===== config.mk =====
export PLATFORM = sky130hd
export DESIGN_NAME = grid_triangle_index_gen_flat
export DESIGN_NICKNAME = d
export VERILOG_FILES = /design/src/rtl/core/gtig_pkg.sv /design/src/rtl/core/gtig_intf.sv /design/src/rtl/core/gtig_emitter.sv /design/src/rtl/core/grid_triangle_index_gen.sv /design/src/flat_wrapper.sv
export VERILOG_INCLUDE_DIRS = /design/src /design/src/rtl/core
export SDC_FILE = /design/constraint.sdc
export NUM_CORES = 1
export LEC_CHECK = 0
export ABC_AREA = 1
export BUFFER_PORTS_ARGS = -buffer_cell sky130_fd_sc_hd__buf_2
export CAP_MARGIN = 25
export CORE_ASPECT_RATIO = 0.8
export CORE_MARGIN = 4
export CORE_UTILIZATION = 55
export CTS_CLUSTER_DIAMETER = 60
export DETAILED_ROUTE_END_ITERATION = 6
export HOLD_SLACK_MARGIN = 0.02
export PLACE_DENSITY = 0.72
export SYNTH_ARGS = -nofsm -noshare
export SYNTH_HDL_FRONTEND = slang
export SYNTH_HIERARCHICAL = 1
export SYNTH_SLANG_ARGS = --single-unit

===== constraint.sdc =====
create_clock -name i_clk -period 13.6 [get_ports i_clk]
set_clock_uncertainty 0.05 [all_clocks]
set_input_delay 2.04 -clock i_clk [delete_from_list [all_inputs] [get_ports i_clk]]
set_output_delay 2.04 -clock i_clk [all_outputs]
set_load 0.05 [all_outputs]

===== src/rtl/core/grid_triangle_index_gen_defines.svh =====
// Assertion macros shared by the grid index generator modules.
// The enclosing module provides i_clk and i_rst_n.
`ifndef GRID_TRIANGLE_INDEX_GEN_DEFINES_SVH
`define GRID_TRIANGLE_INDEX_GEN_DEFINES_SVH

`ifndef NO_ASSERTIONS
`define GTIG_ASSERT(label, prop, msg) \
    label: assert property (@(posedge i_clk) disable iff (!i_rst_n) (prop)) else $error(msg);
`define GTIG_ASSERT_NEXT(label, ante, cons, msg) \
    label: assert property (@(posedge i_clk) disable iff (!i_rst_n) (ante) |=> (cons)) \
        else $error(msg);
`else
`define GTIG_ASSERT(label, prop, msg)
`define GTIG_ASSERT_NEXT(label, ante, cons, msg)
`endif

`endif


===== src/rtl/core/gtig_pkg.sv =====
`timescale 1ns / 1ps

package gtig_pkg;

    localparam int IDX_W       = 13;
    localparam int LEVEL_REG_W = 7;
    localparam int COORD_W     = 6;
    localparam int CNT_W       = 3;
    localparam int DEF_MAX_LEVEL = 64;

    typedef enum logic {
        FUNC_CELL = 1'b0,
        FUNC_EDGE = 1'b1
    } t_func;

    localparam logic [CNT_W-1:0] CELL_LAST_K = 3'd5;
    localparam logic [CNT_W-1:0] EDGE_LAST_K = 3'd7;
    localparam logic [CNT_W-1:0] BAD_LAST_K  = 3'd0;

    // Everything the emitter needs for one request, all modulo 2^IDX_W.
    typedef struct packed {
        t_func              func;
        logic               bad;
        logic               flip;
        logic [IDX_W-1:0]   row;
        logic [IDX_W-1:0]   level;
        logic [IDX_W-1:0]   stride;
        logic [IDX_W-1:0]   bottom;
        logic [IDX_W-1:0]   row_base;
        logic [IDX_W-1:0]   cell_a;
    } t_job;

endpackage


===== src/rtl/core/gtig_intf.sv =====
`timescale 1ns / 1ps

interface gtig_req_if;
    import gtig_pkg::*;
    logic                valid;
    logic                ready;
    t_func               func;
    logic [COORD_W-1:0]  row;
    logic [COORD_W-1:0]  col;
    modport source (output valid, func, row, col, input ready);
    modport sink   (input valid, func, row, col, output ready);
endinterface

interface gtig_res_if;
    import gtig_pkg::*;
    logic                valid;
    logic                ready;
    logic [IDX_W-1:0]    vertex_index;
    logic                last;
    logic                bad_coord;
    modport source (output valid, vertex_index, last, bad_coord, input ready);
    modport sink   (input valid, vertex_index, last, bad_coord, output ready);
endinterface

interface gtig_cfg_if;
    import gtig_pkg::*;
    logic                   valid;
    logic                   ready;
    logic [LEVEL_REG_W-1:0] tess_level;
    modport source (output valid, tess_level, input ready);
    modport sink   (input valid, tess_level, output ready);
endinterface


===== src/rtl/core/gtig_emitter.sv =====
`timescale 1ns / 1ps
`include "grid_triangle_index_gen_defines.svh"

module gtig_emitter (
    input  logic              i_clk,
    input  logic              i_rst_n,
    input  logic              i_job_valid,
    input  gtig_pkg::t_job    i_job,
    output logic              o_job_ready,
    gtig_res_if.source        o_res
);
    import gtig_pkg::*;

    t_job               r_job;
    logic               r_job_valid;
    logic [CNT_W-1:0]   r_k;
    logic               r_out_valid;
    logic [IDX_W-1:0]   r_idx;
    logic               r_last;
    logic               r_bad;

    logic [CNT_W-1:0]   last_k;
    logic               last_step;
    logic               out_take;
    logic               step;
    logic [IDX_W-1:0]   n_idx;
    logic [IDX_W-1:0]   cell_b;

    always_comb begin
        if (r_job.bad) begin
            last_k = BAD_LAST_K;
        end else if (r_job.func == FUNC_EDGE) begin
            last_k = EDGE_LAST_K;
        end else begin
            last_k = CELL_LAST_K;
        end
    end

    assign last_step   = (r_k == last_k);
    assign out_take    = !r_out_valid || o_res.ready;
    assign step        = r_job_valid && out_take;
    assign o_job_ready = !r_job_valid || (step && last_step);
    assign cell_b      = r_job.cell_a + r_job.stride;

    // The flipped cell uses the other diagonal, so its triangle order differs.
    always_comb begin
        n_idx = '0;
        if (r_job.bad) begin
            n_idx = '0;
        end else if (r_job.func == FUNC_EDGE) begin
            case (r_k)
                3'd0:    n_idx = r_job.row;
                3'd1:    n_idx = r_job.row + 1'b1;
                3'd2:    n_idx = r_job.bottom + r_job.row;
                3'd3:    n_idx = r_job.bottom + r_job.row + 1'b1;
                3'd4:    n_idx = r_job.row_base;
                3'd5:    n_idx = r_job.row_base + r_job.stride;
                3'd6:    n_idx = r_job.row_base + r_job.level;
                default: n_idx = r_job.row_base + r_job.stride + r_job.level;
            endcase
        end else if (r_job.flip) begin
            case (r_k)
                3'd0:    n_idx = r_job.cell_a;
                3'd1:    n_idx = cell_b;
                3'd2:    n_idx = cell_b + 1'b1;
                3'd3:    n_idx = cell_b + 1'b1;
                3'd4:    n_idx = r_job.cell_a + 1'b1;
                default: n_idx = r_job.cell_a;
            endcase
        end else begin
            case (r_k)
                3'd0:    n_idx = r_job.cell_a + 1'b1;
                3'd1:    n_idx = r_job.cell_a;
                3'd2:    n_idx = cell_b;
                3'd3:    n_idx = cell_b;
                3'd4:    n_idx = cell_b + 1'b1;
                default: n_idx = r_job.cell_a + 1'b1;
            endcase
        end
    end

    always_ff @(posedge i_clk) begin
        if (!i_rst_n) begin
            r_job_valid <= 1'b0;
            r_k         <= '0;
        end else if (i_job_valid && o_job_ready) begin
            r_job_valid <= 1'b1;
            r_k         <= '0;
        end else if (step && last_step) begin
            r_job_valid <= 1'b0;
            r_k         <= '0;
        end else if (step) begin
            r_k <= r_k + 1'b1;
        end
    end

    always_ff @(posedge i_clk) begin
        if (i_job_valid && o_job_ready) begin
            r_job <= i_job;
        end
    end

    always_ff @(posedge i_clk) begin
        if (!i_rst_n) begin
            r_out_valid <= 1'b0;
        end else if (out_take) begin
            r_out_valid <= r_job_valid;
        end
    end

    always_ff @(posedge i_clk) begin
        if (step) begin
            r_idx  <= n_idx;
            r_last <= last_step;
            r_bad  <= r_job.bad;
        end
    end

    assign o_res.valid        = r_out_valid;
    assign o_res.vertex_index = r_idx;
    assign o_res.last         = r_last;
    assign o_res.bad_coord    = r_bad;

    `GTIG_ASSERT(a_k_in_range, !r_job_valid || (r_k <= last_k), "step counter past request end")
    `GTIG_ASSERT(a_bad_single, !(r_out_valid && r_bad) || (r_last && (r_idx == '0)), "bad result not single zero")
    `GTIG_ASSERT_NEXT(a_job_continues, step && !last_step, r_job_valid, "job dropped before last index")
    `GTIG_ASSERT_NEXT(a_out_filled, step, r_out_valid, "emitted index not presented")

endmodule


===== src/rtl/core/grid_triangle_index_gen.sv =====
`timescale 1ns / 1ps
// Channel   Modport         Payload                            Purpose
// i_req     sink            func, row, col                     cell or boundary request
// o_res     source          vertex_index, last, bad_coord      one index per transaction
// i_cfg     sink            tess_level                         level register write
//
// A cell request produces six results, a boundary request eight, a bad coordinate one.
// The result channel carries one index per cycle while o_res is ready.
// A request passes through the input register, the job register and the output register.
// The next request is taken while the current one emits, so results stream without gaps.
// Reset is synchronous and active low; the level resets to 1. Stalls on o_res back up to i_req.
`include "grid_triangle_index_gen_defines.svh"

module grid_triangle_index_gen #(
    parameter int MAX_LEVEL = gtig_pkg::DEF_MAX_LEVEL
) (
    input  logic        i_clk,
    input  logic        i_rst_n,
    gtig_req_if.sink    i_req,
    gtig_res_if.source  o_res,
    gtig_cfg_if.sink    i_cfg
);
    import gtig_pkg::*;

    localparam int LVL_W = $clog2(MAX_LEVEL + 2);
    localparam int SAT_W = (LVL_W > LEVEL_REG_W) ? LVL_W : LEVEL_REG_W;
    localparam int CMP_W = (LVL_W > COORD_W) ? LVL_W : COORD_W;

    logic [LVL_W-1:0]   r_level;
    logic [IDX_W-1:0]   r_bottom;
    logic [LVL_W-1:0]   n_level;
    logic [IDX_W-1:0]   n_bottom;
    logic [SAT_W-1:0]   cfg_ext;

    logic               r_in_valid;
    t_func              r_func;
    logic [COORD_W-1:0] r_row;
    logic [COORD_W-1:0] r_col;

    logic               job_ready;
    t_job               job;
    logic [CMP_W-1:0]   row_c;
    logic [CMP_W-1:0]   col_c;
    logic [CMP_W-1:0]   lvl_c;
    logic [CMP_W-1:0]   half_c;
    logic [IDX_W-1:0]   lvl_i;
    logic [IDX_W-1:0]   stride_i;
    logic [IDX_W-1:0]   row_base;

    // Level saturates to MAX_LEVEL; the bottom row start (L+1)*L follows it.
    assign cfg_ext  = SAT_W'(i_cfg.tess_level);
    assign n_level  = (cfg_ext > SAT_W'(MAX_LEVEL)) ? LVL_W'(MAX_LEVEL) : LVL_W'(cfg_ext);
    assign n_bottom = IDX_W'((IDX_W'(n_level) + 1'b1) * IDX_W'(n_level));
    assign i_cfg.ready = 1'b1;

    always_ff @(posedge i_clk) begin
        if (!i_rst_n) begin
            r_level  <= LVL_W'(1);
            r_bottom <= IDX_W'(2);
        end else if (i_cfg.valid && i_cfg.ready) begin
            r_level  <= n_level;
            r_bottom <= n_bottom;
        end
    end

    assign i_req.ready = !r_in_valid || job_ready;

    always_ff @(posedge i_clk) begin
        if (!i_rst_n) begin
            r_in_valid <= 1'b0;
        end else if (i_req.valid && i_req.ready) begin
            r_in_valid <= 1'b1;
        end else if (job_ready) begin
            r_in_valid <= 1'b0;
        end
    end

    always_ff @(posedge i_clk) begin
        if (i_req.valid && i_req.ready) begin
            r_func <= i_req.func;
            r_row  <= i_req.row;
            r_col  <= i_req.col;
        end
    end

    assign row_c    = CMP_W'(r_row);
    assign col_c    = CMP_W'(r_col);
    assign lvl_c    = CMP_W'(r_level);
    assign half_c   = lvl_c >> 1;
    assign lvl_i    = IDX_W'(r_level);
    assign stride_i = lvl_i + 1'b1;
    assign row_base = IDX_W'(IDX_W'(r_row) * stride_i);

    always_comb begin
        job.func     = r_func;
        job.bad      = (row_c >= lvl_c) || ((r_func == FUNC_CELL) && (col_c >= lvl_c));
        job.flip     = (row_c < half_c) != (col_c < half_c);
        job.row      = IDX_W'(r_row);
        job.level    = lvl_i;
        job.stride   = stride_i;
        job.bottom   = r_bottom;
        job.row_base = row_base;
        job.cell_a   = row_base + IDX_W'(r_col);
    end

    gtig_emitter u_emitter (
        .i_clk       (i_clk),
        .i_rst_n     (i_rst_n),
        .i_job_valid (r_in_valid),
        .i_job       (job),
        .o_job_ready (job_ready),
        .o_res       (o_res)
    );

    `GTIG_ASSERT(a_level_sat, r_level <= LVL_W'(MAX_LEVEL), "level above maximum")
    `GTIG_ASSERT(a_bottom_match, r_bottom == IDX_W'((lvl_i + 1'b1) * lvl_i), "bottom row base stale")
    `GTIG_ASSERT_NEXT(a_hold_pending, r_in_valid && !job_ready, r_in_valid, "pending request lost")

endmodule

===== src/flat_wrapper.sv =====
// flat-port wrapper written by rule: the top's interface ports become plain ports
module grid_triangle_index_gen_flat import gtig_pkg::*;
#(
    parameter int MAX_LEVEL = gtig_pkg::DEF_MAX_LEVEL
)
  (i_clk, i_rst_n, i_req_valid, i_req_func, i_req_row, i_req_col, i_req_ready, o_res_valid, o_res_vertex_index, o_res_last, o_res_bad_coord, o_res_ready, i_cfg_valid, i_cfg_tess_level, i_cfg_ready);
  gtig_req_if i_req_i ();
  gtig_res_if o_res_i ();
  gtig_cfg_if i_cfg_i ();
  input  logic i_clk;
  input  logic i_rst_n;
  input wire logic [$bits(i_req_i.valid)-1:0] i_req_valid;
  input wire logic [$bits(i_req_i.func)-1:0] i_req_func;
  input wire logic [$bits(i_req_i.row)-1:0] i_req_row;
  input wire logic [$bits(i_req_i.col)-1:0] i_req_col;
  output wire logic [$bits(i_req_i.ready)-1:0] i_req_ready;
  output wire logic [$bits(o_res_i.valid)-1:0] o_res_valid;
  output wire logic [$bits(o_res_i.vertex_index)-1:0] o_res_vertex_index;
  output wire logic [$bits(o_res_i.last)-1:0] o_res_last;
  output wire logic [$bits(o_res_i.bad_coord)-1:0] o_res_bad_coord;
  input wire logic [$bits(o_res_i.ready)-1:0] o_res_ready;
  input wire logic [$bits(i_cfg_i.valid)-1:0] i_cfg_valid;
  input wire logic [$bits(i_cfg_i.tess_level)-1:0] i_cfg_tess_level;
  output wire logic [$bits(i_cfg_i.ready)-1:0] i_cfg_ready;
  assign i_req_i.valid = i_req_valid;
  assign i_req_i.func = i_req_func;
  assign i_req_i.row = i_req_row;
  assign i_req_i.col = i_req_col;
  assign i_req_ready = i_req_i.ready;
  assign o_res_valid = o_res_i.valid;
  assign o_res_vertex_index = o_res_i.vertex_index;
  assign o_res_last = o_res_i.last;
  assign o_res_bad_coord = o_res_i.bad_coord;
  assign o_res_i.ready = o_res_ready;
  assign i_cfg_i.valid = i_cfg_valid;
  assign i_cfg_i.tess_level = i_cfg_tess_level;
  assign i_cfg_ready = i_cfg_i.ready;
  grid_triangle_index_gen #(.MAX_LEVEL(MAX_LEVEL)) u_core (.i_clk(i_clk), .i_rst_n(i_rst_n), .i_req(i_req_i), .o_res(o_res_i), .i_cfg(i_cfg_i));
endmodule

# == Yosys cells after proc, flatten, opt, wreduce, memory -nomap -nowiden ==
# Index checks and enable logic that the tools add are counted.
# W data, S select, Z words.
# totals
ff_bits,122
input_bits,25
word_cells,80
# classes
add_sub_neg,13
mul,2
order_cmp,5
n_eq_ne,8
mux,12
n_bitwise,2
n_reduce_logical,17
# op_table
cell,n
$pmux W13 S7,1
$pmux W13 S3,2
$add A13 B1 Y13 const B,3
$add A13 B13 Y13,2
$add A13 B6 Y13,2
$add A13 B7 Y13,2
$mux W13,2
$add A7 B1 Y8 const B,2
$ge A6 B7 Y1,2
$mul A13 B7 Y13,1
$mul A6 B13 Y13,1
$lt A6 B6 Y1,2
$eq A3 B3 Y1 const B,3
$add A6 B1 Y7 const B,1
$gt A7 B7 Y1 const B,1
$mux W7,1
$eq A3 B2 Y1 const B,2
$logic_and A1 B1 Y1,5
$logic_or A1 B1 Y1,4
$mux W1,4
$reduce_bool A2 Y1,2
$add A3 B1 Y3 const B,1
$eq A3 B1 Y1 const B,1
$eq A3 B3 Y1,1
8 further kinds,11

# == Logic depth before layout (Yosys ltp) ==
# logic_depth
word_depth,8
ltp_mapped,28
mapped_depth_nobuf,27

# == By module ==
# The synthesis kept the hierarchy.
# by_module_without_submodules
mod,instances,cells_per_inst,area_per_inst_um2
gtig_emitter,1,1097,8192.9
grid_triangle_index_gen,1,737,5467.7

# == Worst setup path before layout ==
# OpenSTA, ideal clock, no wires.
# synth_timing
kind,input -> register
start,in o_res_ready
end,reg u_core/u_emitter/r_job[0] (netlist name) (enable)
setup_ps,549
arrival_ps,6713
required_ps,13001
setup_slack_ps,6289
cell_stages,6
cell_sequence,inv_1 nand2_1 nand2_1 inv_1 nand2_1 a21oi_1
# synth_between
elab_chain_cells,5
# synth_lines
item,line,source
from (decl),flat_wrapper.sv:21,input wire logic [$bits(o_res_i.ready)-1:0] o_res_ready;
$logic_or A1 B1 Y1,gtig_emitter.sv:40,assign out_take = !r_out_valid || o_res.ready;
$logic_and A1 B1 Y1,gtig_emitter.sv:41,assign step = r_job_valid && out_take;
net u_core.u_emitter.step,gtig_emitter.sv:25,logic step;
$logic_and A1 B1 Y1,gtig_emitter.sv:42,assign o_job_ready = !r_job_valid || (step && last_step);
$logic_or A1 B1 Y1,gtig_emitter.sv:42,
$logic_and A1 B1 Y1,gtig_emitter.sv:98,if (i_job_valid && o_job_ready) begin
to (signal assigned),gtig_emitter.sv:99,r_job <= i_job;
to (decl),gtig_emitter.sv:14,t_job r_job;
# The timed path passes the listed nets, and every way through them passes these cells.
# A chain may end at the register's enable or synchronous reset.

# == Worst setup path in the final report ==
# layout_timing
start,in i_cfg_tess_level[2]
end,reg u_core.r_bottom[8]
# layout_between
elab_chain_cells,4
# layout_lines
item,line,source
from (decl),flat_wrapper.sv:23,input wire logic [$bits(i_cfg_i.tess_level)-1:0] i_cfg_tess_level;
$gt A7 B7 Y1 (*),grid_triangle_index_gen.sv:52,assign n_level = (cfg_ext > SAT_W'(MAX_LEVEL)) ? LVL_W'(MAX_LEVEL) : LVL_W'(cfg_ext);
$mux W7 (*),grid_triangle_index_gen.sv:52,
net u_core.n_level[0],grid_triangle_index_gen.sv:31,logic [LVL_W-1:0] n_level;
$add A7 B1 Y8,grid_triangle_index_gen.sv:53,assign n_bottom = IDX_W'((IDX_W'(n_level) + 1'b1) * IDX_W'(n_level));
$mul A13 B7 Y13 (*),grid_triangle_index_gen.sv:53,
to (signal assigned),grid_triangle_index_gen.sv:62,r_bottom <= n_bottom;
to (decl),grid_triangle_index_gen.sv:30,logic [IDX_W-1:0] r_bottom;
# The timed path passes the listed nets; every way through them passes the cells marked *.

==> reports/results.ini <==
[global_routing]
first_global_vias = 11535
grt-ovfl-total = 0
grt_first_pass_wirelength_um = 59500
grt_usage_pct = 27.1
antenna_found_initial = 0
grt_max_degree = 83

[synthesis]
synth.most_common_cell = nand2_1
synth.distinct_cells = 59
synth-edff-count = 109
synth_area_leaders = edfxtp_1 (24%), nand2_1 (13%), ha_1 (13%), fa_1 (8.4%), inv_1 (7.2%)
synth_warnings = 6
synth_common_cells = nand2_1 (467), inv_1 (263), nor2_1 (181), ha_1 (140), nand3_1 (122)
yosys.area.top_type_share_pct = 24.0
synthCells = 1834
synth.avg_cell_area_um2 = 7.45
syn-cell-area_um2 = 13700
synth_top_cell_by_area = edfxtp_1
synth_flop_cell = edfxtp_1
ys_seq_area_share_pct = 27.6
async_flop_share_pct = 0
ys_ff_latch = 134

[cts]
ctsHoldBuffers = 0
insertion_delay_ns = 0.42
path_clk_slew_ns = 0.06
cts_tree = done
cts_setup_buffers = 0
cts_resized = 0
clock-sinks = 134
cts.path.max_buffers = 2
cts_buffers = 17
cts_htree_levels = 4
cts-root-buf = clkbuf_16

[critical_path]
cp-end-kind = register
worst_path_max_delay_cell = fa_1
path_max_fanout = 8
crit_arrival_ns = 7.40
slowest_delay_ns = 0.54
cp.required_ns = 13.92
crit_top_cell = inv_1
regToRegSetupSlack_ns = 8.35
worstSetupPathType = input port to register
critPathLaunchType = input port

[floorplan]
initial_core_util_pct = 56.0
die_w_um = 184
std_cell_rows = 51
coreArea_um2 = 24400
die_area_um2 = 27400
fp.dieH_um = 149
num_io_pins = 43

[final_layout]
antenna_cells = 0
fillers = 2267
nNetsFinal = 2113
regArea_um2 = 3770
final_layout_size_suffix_gt1_share_pct = 7.77
area_growth_syn_to_layout_pct = 8.88
multiInputGateArea_um2 = 8780

[placement]
gp_congestion = 1.01
dp_hpwl_um = 29200
portBuffers = 41
dpl_worst_slack_ns = 6.10

[drt]
drt-wirelength-per-cell_um = 16.3
num_vias = 12488
antenna_left = 0
dr.first_iter.drc_count = 1197
drc = 1
dr.pass1.iters = 7
vias_per_cell = 5.62
routed_wl_um = 36200

[worst_hold_path]
hold_path.class = register to register

[timing]
finalSetupViolCount = 0
setup_slack_ns = 6.52
rsz0062_at_grt = false
fin_crit_sh_pct = 52.1
worst_pin_slew_ns = 0.933
hold_viol = 0
fmax_mhz = 141
drv_slew = 0
tns_ns = 0
timing.max_slew.rel_slack_pct = 37.4
finalCriticalPeriod_ns = 7.08

[status]
failed_checks = DRC
run_status = finished with violations

[power_and_ir_drop]
power_density_nw_per_um2 = 120
power_leakage_uw = 0.00728
ir_drop_v = 0.000131

[run]
maxCapViolations = 0

## layout make-up
class	count	share of cell area (%)
clock buffer	20	3.29
clock inverter	12	0.774
inverter	282	7.13
multi-input combinational	1411	59.0
sequential	134	25.4
tap	318	2.68
timing repair buffer	45	1.72
## registers in the layout (all words and copies together), names as in the netlist
| register | cells |
|---|---|
| u_core/lvl_c | 7 |
| u_core/r_bottom | 12 |
| u_core/r_col | 6 |
| u_core/r_func | 1 |
| u_core/r_in_valid | 1 |
| u_core/r_row | 6 |
| u_core/u_emitter/o_res.bad_coord | 1 |
| u_core/u_emitter/o_res.last | 1 |
| u_core/u_emitter/o_res.valid | 1 |
| u_core/u_emitter/o_res.vertex_index | 13 |
| u_core/u_emitter/r_job | 81 |
| u_core/u_emitter/r_job_valid | 1 |
| u_core/u_emitter/r_k | 3 |
## through the flow
stage	util, %	power (uW)	cells	instance area, um^2	hold WS, ns
2_1_floorplan	-	1130	1857	13700	0.353
3_5_place_dp	58.4	1310	2189	14200	0.366
5_1_grt	61.0	1920	2222	14900	0.396
4_1_cts	60.9	1770	2221	14800	0.380
3_3_place_gp	58.4	1290	2189	14200	0.358
6_report	61.0	1780	2222	14900	0.381
## path summary, 6_finish.rpt
check	startpoint	endpoint	depth (start not counted)
max	i_cfg_tess_level[2]	u_core/r_bottom[8]	25
min	u_core/r_bottom[5]	u_core/u_emitter/r_job[31]	0
max reg2reg	u_core/lvl_c[0]	u_core/u_emitter/r_job[10]	23
min reg2reg	u_core/r_bottom[5]	u_core/u_emitter/r_job[31]	0
## placed cells by master (no fill, tap or decap), types with 4 or more instances in the layout
cell type  instances
o221ai_1           9
a21boi_0           4
fa_1              57
inv_1            263
nor2_2             9
a31oi_1            8
o22ai_1            7
nand4_1           36
nand2_2           11
xnor2_1           20
xor2_1            33
nor2_4             4
nor3_2             4
buf_2             41
o211ai_1          18
nand2_1          467
clkinv_4           5
nand3_1          122
nor2_1           181
conb_1            25
nand3b_1           8
a21oi_1           99
clkinv_1           7
clkbuf_16         19
a221oi_1           4
edfxtp_1         109
ha_1             140
or2_2             14
inv_2             12
a21o_1             5
dfxtp_1           25
o21ai_0           66
nor3_1            13
nand3_2            6
a21oi_2            5
o21bai_1           4
## critical path: cells and delay by family
family,cells,cell delay [ns]
AOI/OAI and AO/OA,2,0.34
adders and majority gates,7,2.97
buffers and inverters,7,0.50
and+or+nand+nor,9,1.55
## power by group
part           switching, uW  internal (uW)
sequential              44.5            498
combinational            508            269
clock                    181            280
total                    734           1050
## routing by layer
layer | up-vias | share of wire [%] | GRT usage (%)
li1 | 6142 | - | -
met1 | 5776 | 49 | 41.9
met2 | 507 | 41 | 39.3
met3 | 63 | 8.5 | 4.83
met4 | 0 | 1.9 | 6.39
met5 | - | 0 | 0
## cell families (layout without fill, tap and decap cells)
family | Yosys count | in the layout | synth area share, %
simple gates | 885 | 885 | 28.0
buf+inv | 312 | 359 | 8.80
compound gates | 249 | 249 | 10.7
fa+ha+maj | 197 | 197 | 21.2
flops | 134 | 134 | 27.6
xor+xnor | 55 | 55 | 3.64
other cells | 2 | 25 | 0.0550
(Power assumes the default switching activity.)
